### src/hdl/ustlc_pkg.sv
`default_nettype none

package ustlc_pkg;

    localparam int CFG_IDX_W  = 8;
    localparam int CFG_DATA_W = 20;
    localparam int HEIGHT_W   = 10;
    localparam int SETTLE_W   = 8;
    localparam int TRIG_W     = 8;
    localparam int HOLDOFF_W  = 20;
    localparam int PHASE_CNT_W = 20;

    localparam int WIDTH_OUT_W = 16;
    localparam int DIST_OUT_W  = 17;
    localparam int PCT_OUT_W   = 15;
    localparam int HCM_W       = 17;
    localparam int PCT_Q_W     = 14;
    localparam int DEN_W       = 10;

    localparam logic [CFG_IDX_W-1:0] REG_TANK_HEIGHT = 8'd0;
    localparam logic [CFG_IDX_W-1:0] REG_SETTLE_LOW  = 8'd1;
    localparam logic [CFG_IDX_W-1:0] REG_TRIG_WIDTH  = 8'd2;
    localparam logic [CFG_IDX_W-1:0] REG_HOLDOFF     = 8'd3;

    localparam logic [HEIGHT_W-1:0]  RST_TANK_HEIGHT = 10'd100;
    localparam logic [SETTLE_W-1:0]  RST_SETTLE_LOW  = 8'd2;
    localparam logic [TRIG_W-1:0]    RST_TRIG_WIDTH  = 8'd10;
    localparam logic [HOLDOFF_W-1:0] RST_HOLDOFF     = 20'd300000;

    localparam int DIST_MUL  = 172;
    localparam int DIST_DIV  = 100;
    localparam int PCT_SCALE = 100;

    localparam logic [PCT_Q_W-1:0] Q_QUARTER_LO = 14'd2300;
    localparam logic [PCT_Q_W-1:0] Q_QUARTER_HI = 14'd2700;
    localparam logic [PCT_Q_W-1:0] Q_HALF_LO    = 14'd4800;
    localparam logic [PCT_Q_W-1:0] Q_HALF_HI    = 14'd5200;
    localparam logic [PCT_Q_W-1:0] Q_THREE_Q_LO = 14'd7300;
    localparam logic [PCT_Q_W-1:0] Q_THREE_Q_HI = 14'd7700;
    localparam logic [PCT_Q_W-1:0] Q_FULL       = 14'd9700;
    localparam logic [PCT_Q_W-1:0] Q_URGENT     = 14'd500;

    localparam logic signed [PCT_OUT_W-1:0] PCT_FLOOR = -15'sd10000;

    typedef enum logic [2:0] {
        PH_SETTLE,
        PH_PULSE,
        PH_WAIT,
        PH_MEASURE,
        PH_HOLDOFF
    } t_phase;

    typedef enum logic [2:0] {
        C_IDLE,
        C_DIV_D,
        C_SUB,
        C_CHK,
        C_DIV_P,
        C_HOLD
    } t_calc_state;

    typedef enum logic [2:0] {
        BAND_NONE,
        BAND_QUARTER,
        BAND_HALF,
        BAND_THREE_Q,
        BAND_FULL,
        BAND_URGENT,
        BAND_ERROR
    } t_band;

    typedef struct packed {
        logic trig;
        logic done;
    } t_tick;

    typedef struct packed {
        logic [WIDTH_OUT_W-1:0]      width;
        logic [DIST_OUT_W-1:0]       dist_hcm;
        logic signed [PCT_OUT_W-1:0] pct;
        t_band                       band;
    } t_result;

endpackage

`default_nettype wire

### src/hdl/ustlc_div.sv
`default_nettype none

module ustlc_div
    import ustlc_pkg::*;
#(
    parameter int NUM_W = 24
) (
    input  wire logic             i_clk,
    input  wire logic             i_rst_n,
    input  wire logic             i_start,
    input  wire logic [NUM_W-1:0] i_num,
    input  wire logic [DEN_W-1:0] i_den,
    output logic                  o_done,
    output logic [NUM_W-1:0]      o_quot,
    output logic [DEN_W-1:0]      o_rem
);

    localparam int CNT_W = $clog2(NUM_W + 1);

    logic [NUM_W-1:0] r_num;
    logic [DEN_W-1:0] r_rem;
    logic [DEN_W-1:0] r_den;
    logic [CNT_W-1:0] r_cnt;
    logic             r_done;

    logic [DEN_W:0] w_trial;
    logic [DEN_W:0] w_diff;
    logic           w_ge;

    assign w_trial = {r_rem, r_num[NUM_W-1]};
    assign w_diff  = w_trial - {1'b0, r_den};
    assign w_ge    = (w_trial >= {1'b0, r_den});

    always_ff @(posedge i_clk) begin
        if (!i_rst_n) begin
            r_cnt  <= '0;
            r_done <= 1'b0;
        end else begin
            r_done <= 1'b0;
            if (i_start) begin
                r_cnt <= CNT_W'(NUM_W);
            end else if (r_cnt != '0) begin
                r_cnt <= r_cnt - 1'b1;
                if (r_cnt == CNT_W'(1)) begin
                    r_done <= 1'b1;
                end
            end
        end
    end

    always_ff @(posedge i_clk) begin
        if (i_start) begin
            r_num <= i_num;
            r_rem <= '0;
            r_den <= i_den;
        end else if (r_cnt != '0) begin
            r_num <= {r_num[NUM_W-2:0], w_ge};
            r_rem <= w_ge ? w_diff[DEN_W-1:0] : w_trial[DEN_W-1:0];
        end
    end

    assign o_done = r_done;
    assign o_quot = r_num;
    assign o_rem  = r_rem;

endmodule

`default_nettype wire

### src/hdl/ustlc_tick.sv
`default_nettype none

module ustlc_tick
    import ustlc_pkg::*;
#(
    parameter int ECHO_W = 16
) (
    input  wire logic                 i_clk,
    input  wire logic                 i_rst_n,
    input  wire logic                 i_accept,
    input  wire logic                 i_echo,
    input  wire logic [SETTLE_W-1:0]  i_settle,
    input  wire logic [TRIG_W-1:0]    i_trig_width,
    input  wire logic [HOLDOFF_W-1:0] i_holdoff,
    output t_tick                     o_tick,
    output logic [ECHO_W-1:0]         o_width
);

    t_phase                 r_phase, n_phase;
    logic [PHASE_CNT_W-1:0] r_phase_ticks, n_phase_ticks;
    logic [ECHO_W-1:0]      r_echo_ticks, n_echo_ticks;

    t_phase                 w_ph;
    logic [PHASE_CNT_W-1:0] w_pt;
    logic [TRIG_W-1:0]      w_tw;

    always_ff @(posedge i_clk) begin
        if (!i_rst_n) begin
            r_phase       <= PH_SETTLE;
            r_phase_ticks <= '0;
            r_echo_ticks  <= '0;
        end else if (i_accept) begin
            r_phase       <= n_phase;
            r_phase_ticks <= n_phase_ticks;
            r_echo_ticks  <= n_echo_ticks;
        end
    end

    always_comb begin
        w_tw = (i_trig_width == '0) ? TRIG_W'(1) : i_trig_width;
        w_ph = r_phase;
        w_pt = r_phase_ticks;
        o_tick = '0;
        if (w_ph == PH_HOLDOFF && w_pt >= PHASE_CNT_W'(i_holdoff)) begin
            w_ph = PH_SETTLE;
            w_pt = '0;
        end
        if (w_ph == PH_SETTLE && w_pt >= PHASE_CNT_W'(i_settle)) begin
            w_ph = PH_PULSE;
            w_pt = '0;
        end
        n_phase       = w_ph;
        n_phase_ticks = w_pt;
        n_echo_ticks  = r_echo_ticks;
        unique case (w_ph)
            PH_SETTLE: begin
                n_phase_ticks = w_pt + 1'b1;
            end
            PH_PULSE: begin
                o_tick.trig   = 1'b1;
                n_phase_ticks = w_pt + 1'b1;
                if (n_phase_ticks >= PHASE_CNT_W'(w_tw)) begin
                    n_phase       = PH_WAIT;
                    n_phase_ticks = '0;
                end
            end
            PH_WAIT: begin
                if (i_echo) begin
                    n_phase      = PH_MEASURE;
                    n_echo_ticks = ECHO_W'(1);
                end
            end
            PH_MEASURE: begin
                if (i_echo) begin
                    if (r_echo_ticks != '1) begin
                        n_echo_ticks = r_echo_ticks + 1'b1;
                    end
                end else begin
                    o_tick.done   = 1'b1;
                    n_phase       = PH_HOLDOFF;
                    n_phase_ticks = '0;
                    n_echo_ticks  = '0;
                end
            end
            PH_HOLDOFF: begin
                n_phase_ticks = w_pt + 1'b1;
            end
            default: begin
                n_phase       = PH_SETTLE;
                n_phase_ticks = '0;
            end
        endcase
    end

    assign o_width = r_echo_ticks;

endmodule

`default_nettype wire

### src/hdl/ustlc_calc.sv
`default_nettype none

module ustlc_calc
    import ustlc_pkg::*;
#(
    parameter int ECHO_W = 16
) (
    input  wire logic                i_clk,
    input  wire logic                i_rst_n,
    input  wire logic                i_start,
    input  wire logic [ECHO_W-1:0]   i_width,
    input  wire logic [HEIGHT_W-1:0] i_height,
    input  wire logic                i_out_free,
    output logic                     o_busy,
    output logic                     o_done,
    output t_result                  o_res
);

    localparam int DW      = ECHO_W + 1;
    localparam int DK      = ECHO_W + 7;
    localparam int RCP_W   = ECHO_W + 8;
    localparam int DPROD_W = ECHO_W + RCP_W;
    // distance = width * 172 / 100 through a rounded-up reciprocal, exact for every width
    localparam longint unsigned DIST_RCP =
        ((longint'(DIST_MUL) << DK) + longint'(DIST_DIV - 1)) / longint'(DIST_DIV);
    localparam int DIV_W   = 24;
    localparam int PW      = ((DW > HCM_W) ? DW : HCM_W) + 1;

    t_calc_state r_state, n_state;

    logic [ECHO_W-1:0]    r_width;
    logic [DW-1:0]        r_dist;
    logic signed [PW-1:0] r_p;
    logic                 r_neg;
    t_result              r_res;

    logic [HEIGHT_W-1:0] w_h;
    logic [HCM_W-1:0]    w_h100;
    logic [HCM_W-1:0]    w_mag;
    logic                w_sat;
    logic [DPROD_W-1:0]  w_dprod;

    logic             div_start;
    logic [DIV_W-1:0] div_num;
    logic [DEN_W-1:0] div_den;
    logic             div_done;
    logic [DIV_W-1:0] div_quot;
    logic [DEN_W-1:0] div_rem;

    logic [PCT_Q_W-1:0] w_q;
    logic               w_rnz;
    t_band              w_band;

    function automatic logic q_above(logic [PCT_Q_W-1:0] q, logic rnz,
                                     logic [PCT_Q_W-1:0] k);
        return (q > k) || (q == k && rnz);
    endfunction

    ustlc_div #(
        .NUM_W (DIV_W)
    ) u_div (
        .i_clk   (i_clk),
        .i_rst_n (i_rst_n),
        .i_start (div_start),
        .i_num   (div_num),
        .i_den   (div_den),
        .o_done  (div_done),
        .o_quot  (div_quot),
        .o_rem   (div_rem)
    );

    assign w_h     = (i_height == '0) ? HEIGHT_W'(1) : i_height;
    assign w_h100  = HCM_W'(w_h) * HCM_W'(PCT_SCALE);
    assign w_mag   = HCM_W'(r_p[PW-1] ? -r_p : r_p);
    assign w_sat   = PW'(r_dist) >= PW'({w_h100, 1'b0});
    assign w_dprod = DPROD_W'(r_width) * DPROD_W'(DIST_RCP);
    assign w_q     = div_quot[PCT_Q_W-1:0];
    assign w_rnz   = (div_rem != '0);

    always_comb begin
        if (q_above(w_q, w_rnz, Q_QUARTER_LO) && w_q < Q_QUARTER_HI) begin
            w_band = BAND_QUARTER;
        end else if (q_above(w_q, w_rnz, Q_HALF_LO) && w_q < Q_HALF_HI) begin
            w_band = BAND_HALF;
        end else if (q_above(w_q, w_rnz, Q_THREE_Q_LO) && w_q < Q_THREE_Q_HI) begin
            w_band = BAND_THREE_Q;
        end else if (q_above(w_q, w_rnz, Q_FULL)) begin
            w_band = BAND_FULL;
        end else if (w_q < Q_URGENT) begin
            w_band = BAND_URGENT;
        end else begin
            w_band = BAND_NONE;
        end
    end

    always_ff @(posedge i_clk) begin
        if (!i_rst_n) begin
            r_state <= C_IDLE;
        end else begin
            r_state <= n_state;
        end
    end

    always_comb begin
        n_state   = r_state;
        div_start = 1'b0;
        div_num   = '0;
        div_den   = w_h;
        o_done    = 1'b0;
        unique case (r_state)
            C_IDLE: begin
                if (i_start) begin
                    n_state = C_DIV_D;
                end
            end
            C_DIV_D: begin
                n_state = C_SUB;
            end
            C_SUB: begin
                n_state = C_CHK;
            end
            C_CHK: begin
                if (r_p[PW-1] && w_sat) begin
                    n_state = C_HOLD;
                end else begin
                    div_start = 1'b1;
                    div_num   = DIV_W'(24'(w_mag) * 24'(PCT_SCALE));
                    n_state   = C_DIV_P;
                end
            end
            C_DIV_P: begin
                if (div_done) begin
                    n_state = C_HOLD;
                end
            end
            C_HOLD: begin
                if (i_out_free) begin
                    o_done  = 1'b1;
                    n_state = C_IDLE;
                end
            end
            default: begin
                n_state = C_IDLE;
            end
        endcase
    end

    always_ff @(posedge i_clk) begin
        case (r_state)
            C_IDLE: begin
                r_width <= i_width;
            end
            C_DIV_D: begin
                r_dist <= w_dprod[DK +: DW];
            end
            C_SUB: begin
                r_p <= $signed(PW'(w_h100)) - $signed(PW'(r_dist));
                r_res.width    <= WIDTH_OUT_W'(r_width);
                r_res.dist_hcm <= DIST_OUT_W'(r_dist);
            end
            C_CHK: begin
                r_neg <= r_p[PW-1];
                if (r_p[PW-1] && w_sat) begin
                    r_res.pct  <= PCT_FLOOR;
                    r_res.band <= BAND_ERROR;
                end
            end
            C_DIV_P: begin
                if (div_done) begin
                    if (r_neg) begin
                        r_res.pct  <= -$signed(PCT_OUT_W'(w_q));
                        r_res.band <= BAND_ERROR;
                    end else begin
                        r_res.pct  <= $signed(PCT_OUT_W'(w_q));
                        r_res.band <= w_band;
                    end
                end
            end
            default: begin
            end
        endcase
    end

    assign o_busy = (r_state != C_IDLE);
    assign o_res  = r_res;

endmodule

`default_nettype wire

### src/hdl/ultrasonic_tank_level_classifier_top.sv
// Ordinary tick: result registered in the cycle after the request is accepted.
// Measurement-end tick: distance, difference and saturation check in turn, then the
// percentage from one pass of the bit-serial divider (skipped when it saturates low).
// No request is taken while that sequence runs or while a result waits.
// Synchronous active-low reset: settle phase, counters zero, registers at defaults.
`default_nettype none

module ultrasonic_tank_level_classifier_top
    import ustlc_pkg::*;
#(
    parameter int ECHO_WIDTH_BITS = 16
) (
    input  wire logic                  i_clk,
    input  wire logic                  i_rst_n,
    input  wire logic                  i_in_valid,
    output logic                       o_in_ready,
    input  wire logic                  i_echo_level,
    output logic                       o_out_valid,
    input  wire logic                  i_out_ready,
    output logic                       o_trigger_level,
    output logic                       o_result_valid,
    output logic [WIDTH_OUT_W-1:0]     o_echo_width_us,
    output logic [DIST_OUT_W-1:0]      o_distance_hcm,
    output logic signed [PCT_OUT_W-1:0] o_percent_hundredths,
    output logic [2:0]                 o_level_band,
    input  wire logic                  i_cfg_valid,
    output logic                       o_cfg_ready,
    input  wire logic [CFG_IDX_W-1:0]  i_cfg_index,
    input  wire logic [CFG_DATA_W-1:0] i_cfg_data
);

    logic [HEIGHT_W-1:0]  r_tank_height;
    logic [SETTLE_W-1:0]  r_settle_low;
    logic [TRIG_W-1:0]    r_trig_width;
    logic [HOLDOFF_W-1:0] r_holdoff;

    logic                        r_out_valid;
    logic                        r_trig;
    logic                        r_res_valid;
    logic [WIDTH_OUT_W-1:0]      r_width;
    logic [DIST_OUT_W-1:0]       r_dist;
    logic signed [PCT_OUT_W-1:0] r_pct;
    logic [2:0]                  r_band;

    logic                       w_accept;
    logic                       w_out_free;
    t_tick                      w_tick;
    logic [ECHO_WIDTH_BITS-1:0] w_width;
    logic                       w_busy;
    logic                       w_done;
    t_result                    w_res;

    assign w_out_free  = !r_out_valid || i_out_ready;
    assign o_in_ready  = !w_busy && w_out_free;
    assign w_accept    = i_in_valid && o_in_ready;
    assign o_cfg_ready = 1'b1;

    always_ff @(posedge i_clk) begin
        if (!i_rst_n) begin
            r_tank_height <= RST_TANK_HEIGHT;
            r_settle_low  <= RST_SETTLE_LOW;
            r_trig_width  <= RST_TRIG_WIDTH;
            r_holdoff     <= RST_HOLDOFF;
        end else if (i_cfg_valid) begin
            unique case (i_cfg_index)
                REG_TANK_HEIGHT: r_tank_height <= i_cfg_data[HEIGHT_W-1:0];
                REG_SETTLE_LOW:  r_settle_low  <= i_cfg_data[SETTLE_W-1:0];
                REG_TRIG_WIDTH:  r_trig_width  <= i_cfg_data[TRIG_W-1:0];
                REG_HOLDOFF:     r_holdoff     <= i_cfg_data[HOLDOFF_W-1:0];
                default: begin
                end
            endcase
        end
    end

    ustlc_tick #(
        .ECHO_W (ECHO_WIDTH_BITS)
    ) u_tick (
        .i_clk        (i_clk),
        .i_rst_n      (i_rst_n),
        .i_accept     (w_accept),
        .i_echo       (i_echo_level),
        .i_settle     (r_settle_low),
        .i_trig_width (r_trig_width),
        .i_holdoff    (r_holdoff),
        .o_tick       (w_tick),
        .o_width      (w_width)
    );

    ustlc_calc #(
        .ECHO_W (ECHO_WIDTH_BITS)
    ) u_calc (
        .i_clk      (i_clk),
        .i_rst_n    (i_rst_n),
        .i_start    (w_accept && w_tick.done),
        .i_width    (w_width),
        .i_height   (r_tank_height),
        .i_out_free (w_out_free),
        .o_busy     (w_busy),
        .o_done     (w_done),
        .o_res      (w_res)
    );

    always_ff @(posedge i_clk) begin
        if (!i_rst_n) begin
            r_out_valid <= 1'b0;
        end else if ((w_accept && !w_tick.done) || w_done) begin
            r_out_valid <= 1'b1;
        end else if (i_out_ready) begin
            r_out_valid <= 1'b0;
        end
    end

    always_ff @(posedge i_clk) begin
        if (w_accept && !w_tick.done) begin
            r_trig      <= w_tick.trig;
            r_res_valid <= 1'b0;
            r_width     <= '0;
            r_dist      <= '0;
            r_pct       <= '0;
            r_band      <= BAND_NONE;
        end else if (w_done) begin
            r_trig      <= 1'b0;
            r_res_valid <= 1'b1;
            r_width     <= w_res.width;
            r_dist      <= w_res.dist_hcm;
            r_pct       <= w_res.pct;
            r_band      <= w_res.band;
        end
    end

    assign o_out_valid          = r_out_valid;
    assign o_trigger_level      = r_trig;
    assign o_result_valid       = r_res_valid;
    assign o_echo_width_us      = r_width;
    assign o_distance_hcm       = r_dist;
    assign o_percent_hundredths = r_pct;
    assign o_level_band         = r_band;

endmodule

`default_nettype wire

### config.mk
export PLATFORM = sky130hd
export DESIGN_NAME = ultrasonic_tank_level_classifier_top
export DESIGN_NICKNAME = d
export VERILOG_FILES = /design/src/hdl/ustlc_pkg.sv /design/src/hdl/ustlc_div.sv /design/src/hdl/ustlc_tick.sv /design/src/hdl/ustlc_calc.sv /design/src/hdl/ultrasonic_tank_level_classifier_top.sv
export SDC_FILE = /design/constraint.sdc
export NUM_CORES = 1
export LEC_CHECK = 0
export BUFFER_PORTS_ARGS = -buffer_cell sky130_fd_sc_hd__buf_2
export CORE_MARGIN = 2
export CORE_UTILIZATION = 64
export DETAILED_ROUTE_END_ITERATION = 10
export GPL_TIMING_DRIVEN = 0
export PLACE_DENSITY = 0.82
export SYNTH_ARGS = -nofsm -noshare
export SYNTH_HDL_FRONTEND = slang
export SYNTH_SLANG_ARGS = --single-unit
### constraint.sdc
create_clock -name i_clk -period 7.71 [get_ports i_clk]
set_input_delay 0.771 -clock i_clk [delete_from_list [all_inputs] [get_ports i_clk]]
set_output_delay 0.771 -clock i_clk [all_outputs]
set_load 0.01 [all_outputs]
==> summary.md, run 1 <==
| Metric | Value |
|---|---|
| Status | `completed` |
| Async set-or-reset flop fraction in the synthesized netlist | `0%` |
| DR vias | `17407` |
| Cells on Worst Hold Path | `3` |
| Drt drc | `0` |
| Post-synth top area share | `18.3%` |
| Critical Path Fanout Max | `24` |
| Crit Path Category | `register to register` |
| Initial drt markers | `around 1100` |
| Worst rel slew slack | `between 20% and 30%` |
| Power per cell area | `172 nW/um^2` |
| Post-DP HPWL | `41.9 mm` |
| Maximum root-to-sink buffer count | `3` |
| Setup Skew | `about 0.017 ns` |
| Num Clock Sinks | `~290` |
| Worst skew pair latency | `0.59 ns` |
| I/O pin total | `90` |
| Placer Congestion | `between 0.9 and 1` |
| Final worst path period need | `about 7.3 ns` |
| Final worst setup slack | `0.428 ns` |
| Die Y | `between 150 and 200 um` |
| Clk network pwr share | `between 30% and 40%` |
| Design area | `between 20000 and 30000 um^2` |
| GRT overflow | `0` |
| HP Class | `primary input to register` |
| Slowest stage delay, CP | `0.64 ns` |
| DR pass1 iterations | `5` |
| Total track usage | `28.2%` |
| Post-Syn Instances | `around 2400` |
| Clock transition at path regs | `0.06 ns` |
| Most frequent cells in the layout | `inv_1, ha_1, nand2_1, dfxtp_1, fa_1` |
| Max-slew violations | `0` |
| Reg2Reg Depth | `28` |
| Fraction of layout cells with a size suffix above 1 | `8.13%` |
| LEAKAGE | `~12 nW` |
| Post-Syn Area | `22900 um^2` |
| Final Hold Fails | `0` |
| CTS root buf | `clkbuf_16` |
| Vias in the first global route | `~18000` |
| Net Switching | `roughly 1.3 mW` |
| FMAX | `137 MHz` |
| Worst reg2reg setup slack | `~0.43 ns` |
| Number of distinct library cells after synthesis | `78` |
| Hold Crit Start | `i_cfg_data[15]` |
| Drt total wl | `approximately 53 mm` |
| Worst slack at placement | `-0.254 ns` |
| Port-buffer cells | `87` |
| Worst Path Buf+Inv | `6` |
| CORE AREA | `between 30000 and 40000 um^2` |
| Main synth FF type | `dfxtp_1` |
| Core Rows | `69` |
| N_diodes | `0` |
| Final #Nets | `between 3000 and 4000` |
| Post-synth EDFFs | `approximately 140` |
| Req. time, crit path | `a little under 8 ns` |
| Pint | `between 3 and 4 mW` |
| Area leader, netlist | `ha_1` |
| Worst Hold End | `r_holdoff[15]` |
| RSZ-0062 raised after global routing | `no` |
| Synthesized Nets | `roughly 2900` |
| Vias per cell | `between 5 and 6` |
| Sw frac | `between 20 and 30%` |
| CTS tree | `yes` |
| Seq pwr share | `43.6%` |
| Crit Reg-Reg Startpoint | `r_tank_height[8]` |
| Max Cap Viol | `0` |
| Antenna Nets Post-Route | `0` |
| Avg Inst Size Synth | `9.63 um^2` |
| Dpl cell area | `roughly 24000 um^2` |
| Crit end category | `register` |
| Period utilization | `between 90% and 100%` |
| Comb power frac | `roughly a fifth` |
| Filler cells | `2573` |
| Synth area leaders | `ha_1, edfxtp_1, dfxtp_1, fa_1, inv_1` |
| Area of the die | `37400 um^2` |
| CTS Buf Count | `31` |
| Antenna violations before repair | `0` |
| Pin count of the biggest net entering global routing | `25` |
| CP startpoint kind | `register` |
| Critical Path AT | `roughly 7.5 ns` |
| Fin Setup TNS | `0 ns` |
| Top delay family on crit path | `simple AND/OR/NAND/NOR gates` |
| Average wire per standard cell | `roughly 18 um` |
| # H-tree levels | `1` |
| R2R Path End | `u_calc.u_div.o_quot[21]` |
| Setup violations, final | `0` |
| VDD IR-drop max | `between 0.00015 and 0.0002 V` |
| PnR Total Power | `4.32 mW` |
| Global-route wire length before repair | `86.2 mm` |
| Seq/Total Area, Yosys | `between 30% and 40%` |
| #FFs+latches synth | `294` |
| Measured slew at the worst slew-check pin | `about 1.2 ns` |
| Core Util, Final | `a little under three quarters` |
| YS warnings | `0` |
| CP max-delay cell | `nand2b_2` |
| DIE WIDTH | `193 um` |
| Area growth, synth to finish | `9.52%` |
| Initial Utilization | `about two thirds` |
| Commonest non-fill, non-tap cell in the layout | `inv_1` |
-- registers in the layout, summed over array words and instances, names as in the netlist, 5 cells and up --
register              flops
u_calc.r_dist            17
o_echo_width_us          16
u_calc.u_div.o_rem       10
u_calc.u_div.r_den       10
o_percent_hundredths     15
u_tick.o_width           16
r_trig_width              8
u_calc.r_p               18
r_holdoff                20
u_calc.u_div.o_quot      24
r_tank_height            10
r_settle_low              8
o_distance_hcm           17
u_calc.u_div.r_cnt        5
u_tick.r_phase_ticks     20
u_calc.o_res             50
u_calc.r_width           16
-- final cells by class --
class                   count  area, um^2  area share (%)
repair buffers             93         503            2.00
multi-input cells        1669       14100            56.1
inverters                 351        1320            5.24
clock inverters            17         220           0.876
well taps                 461         577            2.30
flip-flops and latches    294        7260            28.9
clock buffers              41         843            3.36
plain buffers              70         318            1.26
-- cells in the mapped netlist, types with 4 or more instances --
| cell | count |
|---|---|
| nor2b_1 | 47 |
| mux2_2 | 20 |
| nand3_1 | 40 |
| o211ai_1 | 12 |
| and3_1 | 16 |
| mux2i_1 | 31 |
| inv_1 | 351 |
| edfxtp_1 | 137 |
| nor3_1 | 47 |
| a32oi_1 | 7 |
| nor4_1 | 10 |
| nor3b_1 | 8 |
| o21a_1 | 15 |
| dfxtp_1 | 157 |
| o41ai_1 | 5 |
| o31a_1 | 6 |
| and2_1 | 23 |
| ha_1 | 335 |
| a21oi_1 | 132 |
| buf_6 | 4 |
| a211oi_1 | 15 |
| xnor2_1 | 67 |
| fa_1 | 138 |
| nand2_1 | 257 |
| nand3b_1 | 5 |
| xor2_1 | 43 |
| nor4b_1 | 4 |
| a21boi_0 | 18 |
| nand2b_1 | 18 |
| o31ai_1 | 14 |
| clkbuf_1 | 60 |
| nor2_1 | 127 |
| o21bai_1 | 11 |
| o21ai_0 | 61 |
| or2_2 | 10 |
| nand4_1 | 22 |
| and4_1 | 6 |
| a31oi_1 | 9 |
| a211o_1 | 4 |
| a21o_1 | 28 |
| or3_1 | 9 |
-- metrics by stage --
step,hold WS [ns],cells
after global routing,0.410,2996
after floorplan,0.424,2384
after global placement,0.436,2932
final,0.407,2996
after detailed placement,0.432,2938
after CTS,0.390,2996
-- per-layer routing --
metal / vias to the layer above / part of all wire (%) / track usage (%)
met2: 603 / 48 / 48.5
li1: 8338 / - / -
met1: 8321 / 42 / 35.8
met5: - / 0 / 0
met3: 145 / 6.8 / 4.18
met4: 0 / 3.9 / 11.1
-- worst max-delay path by stage --
stage / from / endpoint / depth (start not counted)
finish: r_tank_height[8] / u_calc.u_div.o_quot[21] / 28
global route: r_tank_height[8] / u_calc.u_div.o_quot[23] / 28
CTS: r_tank_height[8] / u_calc.u_div.o_quot[21] / 28
detailed placement: r_tank_height[8] / u_calc.u_div.o_quot[19] / 28
global placement: r_tank_height[8] / u_calc.u_div.o_quot[23] / 28
floorplan: u_calc.r_width[10] / u_calc.r_dist[15] / 20
-- worst reg2reg max path, delay by kind of cell (launching register included) --
kind | cells | cell delay, ns
simple gates | 8 | 2.27
fa+ha+maj | 6 | 1.93
compound gates | 7 | 1.20
buf+inv | 6 | 0.87
flops | 1 | 0.36
xor+xnor | 1 | 0.28
-- power by group through the flow --
stage	sequential, mW	combinational, mW	clock (mW)
finish	1.89	0.880	1.56
global placement	1.91	0.835	0
floorplan	1.88	0.678	0
CTS	1.88	0.879	1.57
detailed placement	1.92	0.869	0
global route	1.90	0.991	1.64
-- cell families after synthesis --
logic type,synth area share [%]
AO/OA/AOI/OAI,10.6
XOR/XNOR,4.20
adder cells (fa/ha/maj),30.3
buffers and inverters,7.13
flip-flops,31.6
multiplexers,2.33
other,0.0163
AND/OR/NAND/NOR,13.8
-- timing repair --
| action | CTS | global route |
|---|---|---|
| buffers inserted | 0 | 0 |
| gates resized for setup | 1 | 3 |
| setup endpoints to repair | 24 | 43 |
| hold endpoints to repair | 0 | 0 |
| hold buffers | 0 | 0 |
Note: power is estimated with default switching activity, not from simulation.
==> run 2: changes to the inputs <==
CORE_ASPECT_RATIO = 0.75   (was unset)
==> run 2 against run 1 <==
Compared with the run above:
- sequential power barely moved
- die area barely moved
- combinational power rose by 2%
- global-route usage rose by 1.7 points
- core utilization fell by 0.39 points
- largest power group unchanged
==> summary.md, run 2 (synthesized netlist as in run 1, its figures left out) <==
| Metric | Value |
|---|---|
| CTS Hold Buffers Added | `0 (unchanged)` |
| Setup violations, final | `0 (unchanged)` |
| Num Clock Sinks | `294 (unchanged)` |
| R2R Path End | `u_tick.r_phase_ticks[15]` |
| Highest Signal Layer | `met4` |
| Clock transition at path regs | `0.06 ns (about the same)` |
| Status | `completed` |
| CTS tree | `yes` |
| Crit Reg-Reg Startpoint | `u_tick.r_phase_ticks[17]` |
| Met3 routed WL | `3.91 mm (+8.5%)` |
| Final #Nets | `3016 (-0.033%)` |
| Setup Skew | `0.0162 ns (-0.00124 ns)` |
| Core Rows | `60 (-13%)` |
| I/O pin total | `90 (unchanged)` |
| Critical Path AT | `7.75 ns (+0.25 ns)` |
| Final Hold Fails | `0 (unchanged)` |
| Worst Hold End | `r_holdoff[15]` |
| Initial drt markers | `1600 (+41%)` |
| CTS root buf | `clkbuf_16` |
| Drt total wl | `54.8 mm (+3.5%)` |
| Cells on Worst Hold Path | `3 (unchanged)` |
| CORE AREA | `35600 um^2 (+0.53%)` |
| Crit end category | `register` |
| Core Util, Final | `70.6% (-0.39 points)` |
| DR pass1 iterations | `5 (unchanged)` |
| Measured slew at the worst slew-check pin | `1.04 ns (-0.116 ns)` |
| Maximum root-to-sink buffer count | `3 (unchanged)` |
| Fraction of layout cells with a size suffix above 1 | `8.10% (-0.030 points)` |
| RSZ-0062 raised after global routing | `no` |
| Register area | `7260 um^2 (unchanged)` |
| Total track usage | `29.9% (+1.7 points)` |
| Antenna Nets Post-Route | `0 (unchanged)` |
| PnR Total Power | `4.30 mW (-0.46%)` |
| Worst skew pair latency | `0.57 ns (-0.02 ns)` |
| Worst Path Buf+Inv | `2 (-4)` |
| DR vias | `17478 (+0.41%)` |
| # H-tree levels | `1 (unchanged)` |
| Max reg flops | `50 (unchanged)` |
| Vias in the first global route | `17734 (+0.64%)` |
| Die Y | `168 um (-13%)` |
| VDD IR-drop max | `0.000184 V (-3.5%)` |
| CP startpoint kind | `register` |
| Metal2 WL | `25.0 mm (-1.4%)` |
| Non-Filler Instances | `2998 (+0.067%)` |
| Top delay family on crit path | `simple AND/OR/NAND/NOR gates` |
| Filler cells | `2668 (+3.7%)` |
| Reg2Reg Depth | `29 (+3.6%)` |
| Global-route wire length before repair | `90.1 mm (+4.6%)` |
| Area of the die | `37400 um^2 (about the same)` |
| FMAX | `137 MHz (about the same)` |
| Drt drc | `0 (unchanged)` |
| Initial Utilization | `64.5% (-0.34 points)` |
| Worst reg2reg setup slack | `0.43 ns (about the same)` |
| Pin count of the biggest net entering global routing | `25 (unchanged)` |
| Placed Cells | `2942 (+0.14%)` |
| Max-slew violations | `0 (unchanged)` |
| HP Class | `primary input to register` |
| Slowest stage delay, CP | `0.59 ns (-0.05 ns)` |
| Critical Path Fanout Max | `10 (-58%)` |
| CP max-delay cell | `or4_4` |
| Area occupied by multi-input gates | `14100 um^2 (about the same)` |
| Vias per cell | `5.83 (+0.34%)` |
| Crit Path Category | `register to register` |
| GRT overflow | `0 (unchanged)` |
| Hold Crit Start | `i_cfg_data[15]` |
| Period utilization | `94.5% (about the same)` |
| LEAKAGE | `12.2 nW (about the same)` |
| Routed met1 length | `24.2 mm (+10%)` |
| Final worst path period need | `7.28 ns (+0.000685 ns)` |
| Req. time, crit path | `8.18 ns (+0.25 ns)` |
| Placer Congestion | `0.963 (+0.33%)` |
| Commonest non-fill, non-tap cell in the layout | `inv_1` |
| Antenna violations before repair | `0 (unchanged)` |
| Most frequent cells in the layout | `inv_1, ha_1, nand2_1, dfxtp_1, fa_1` |
| Post-DP HPWL | `43.6 mm (+4.0%)` |
| Worst rel slew slack | `30.6% (+8.5 points)` |
| Power per cell area | `171 nW/um^2 (-0.44%)` |
| DIE WIDTH | `223 um (+15%)` |
| Port-buffer cells | `87 (unchanged)` |
| Average wire per standard cell | `18.3 um (+3.4%)` |
| CTS Buf Count | `30 (-3.2%)` |
| Area growth, synth to finish | `9.49% (about the same)` |
| Max Cap Viol | `0 (unchanged)` |
## run 2: cell count changes in the layout (fill, tap and decap cells not counted), sizes merged
cell / delta
bufinv: -1
clkbuf: -3
clkinv: +4
clkinvlp: -1
diode: +1
inv: -2
## run 2: report_power, final
group          total, mW  leakage, nW  switching (mW)  internal, mW
clock network       1.52        0.508           0.636         0.886
registers           1.89         2.59          0.0945          1.79
logic              0.894         9.14           0.540         0.354
## run 2: per-layer routing
metal	GRT usage [%]	up-vias
li1	-	8325
met1	41.2	8419
met2	49.1	618
met3	4.62	116
met4	8.87	0
met5	0	-
## run 2: cell type report
class	instances	share of cell area, %
inverter	351	5.24
clock inverter	17	0.737
clock buffer	38	3.40
buffer	70	1.26
multi-input combinational	1669	56.1
antenna	1	0.00996
sequential	294	28.9
tap	465	2.32
timing repair buffer	93	2.00
## run 2: tightest hold or removal path: stages
cell      delay, ns
buf_2          0.08
nand2_1        0.04
o211ai_1       0.07
## run 2: how the worst max path moves through the flow
stage	cells past startpoint	slack (ns)	start	end
after global routing	28	0.05	r_tank_height[9]	u_calc.u_div.o_quot[11]
final	29	0.43	u_tick.r_phase_ticks[17]	u_tick.r_phase_ticks[15]
after detailed placement	28	-0.34	r_tank_height[5]	u_calc.u_div.o_quot[19]
after global placement	28	-0.13	r_tank_height[8]	u_calc.u_div.o_quot[19]
after floorplan	20	1.57	u_calc.r_width[10]	u_calc.r_dist[15]
after CTS	28	0.07	r_tank_height[5]	u_calc.u_div.o_quot[11]
## run 2: what timing repair did
action                     4_1_cts  5_1_grt
pin swaps                        0        0
setup endpoints to repair       24       72
setup buffers                    0        0
resized for setup                1        4
## run 2: metrics by stage
step	hold WS (ns)	setup TNS, ns	setup slack [ns]	cell area [um^2]
after floorplan	0.424	0	1.57	22900
after global placement	0.441	-2.98	-0.127	24000
after detailed placement	0.445	-8.12	-0.342	24000
after CTS	0.419	0	0.0710	25100
after global routing	0.440	0	0.0503	25100
final	0.430	0	0.427	25100
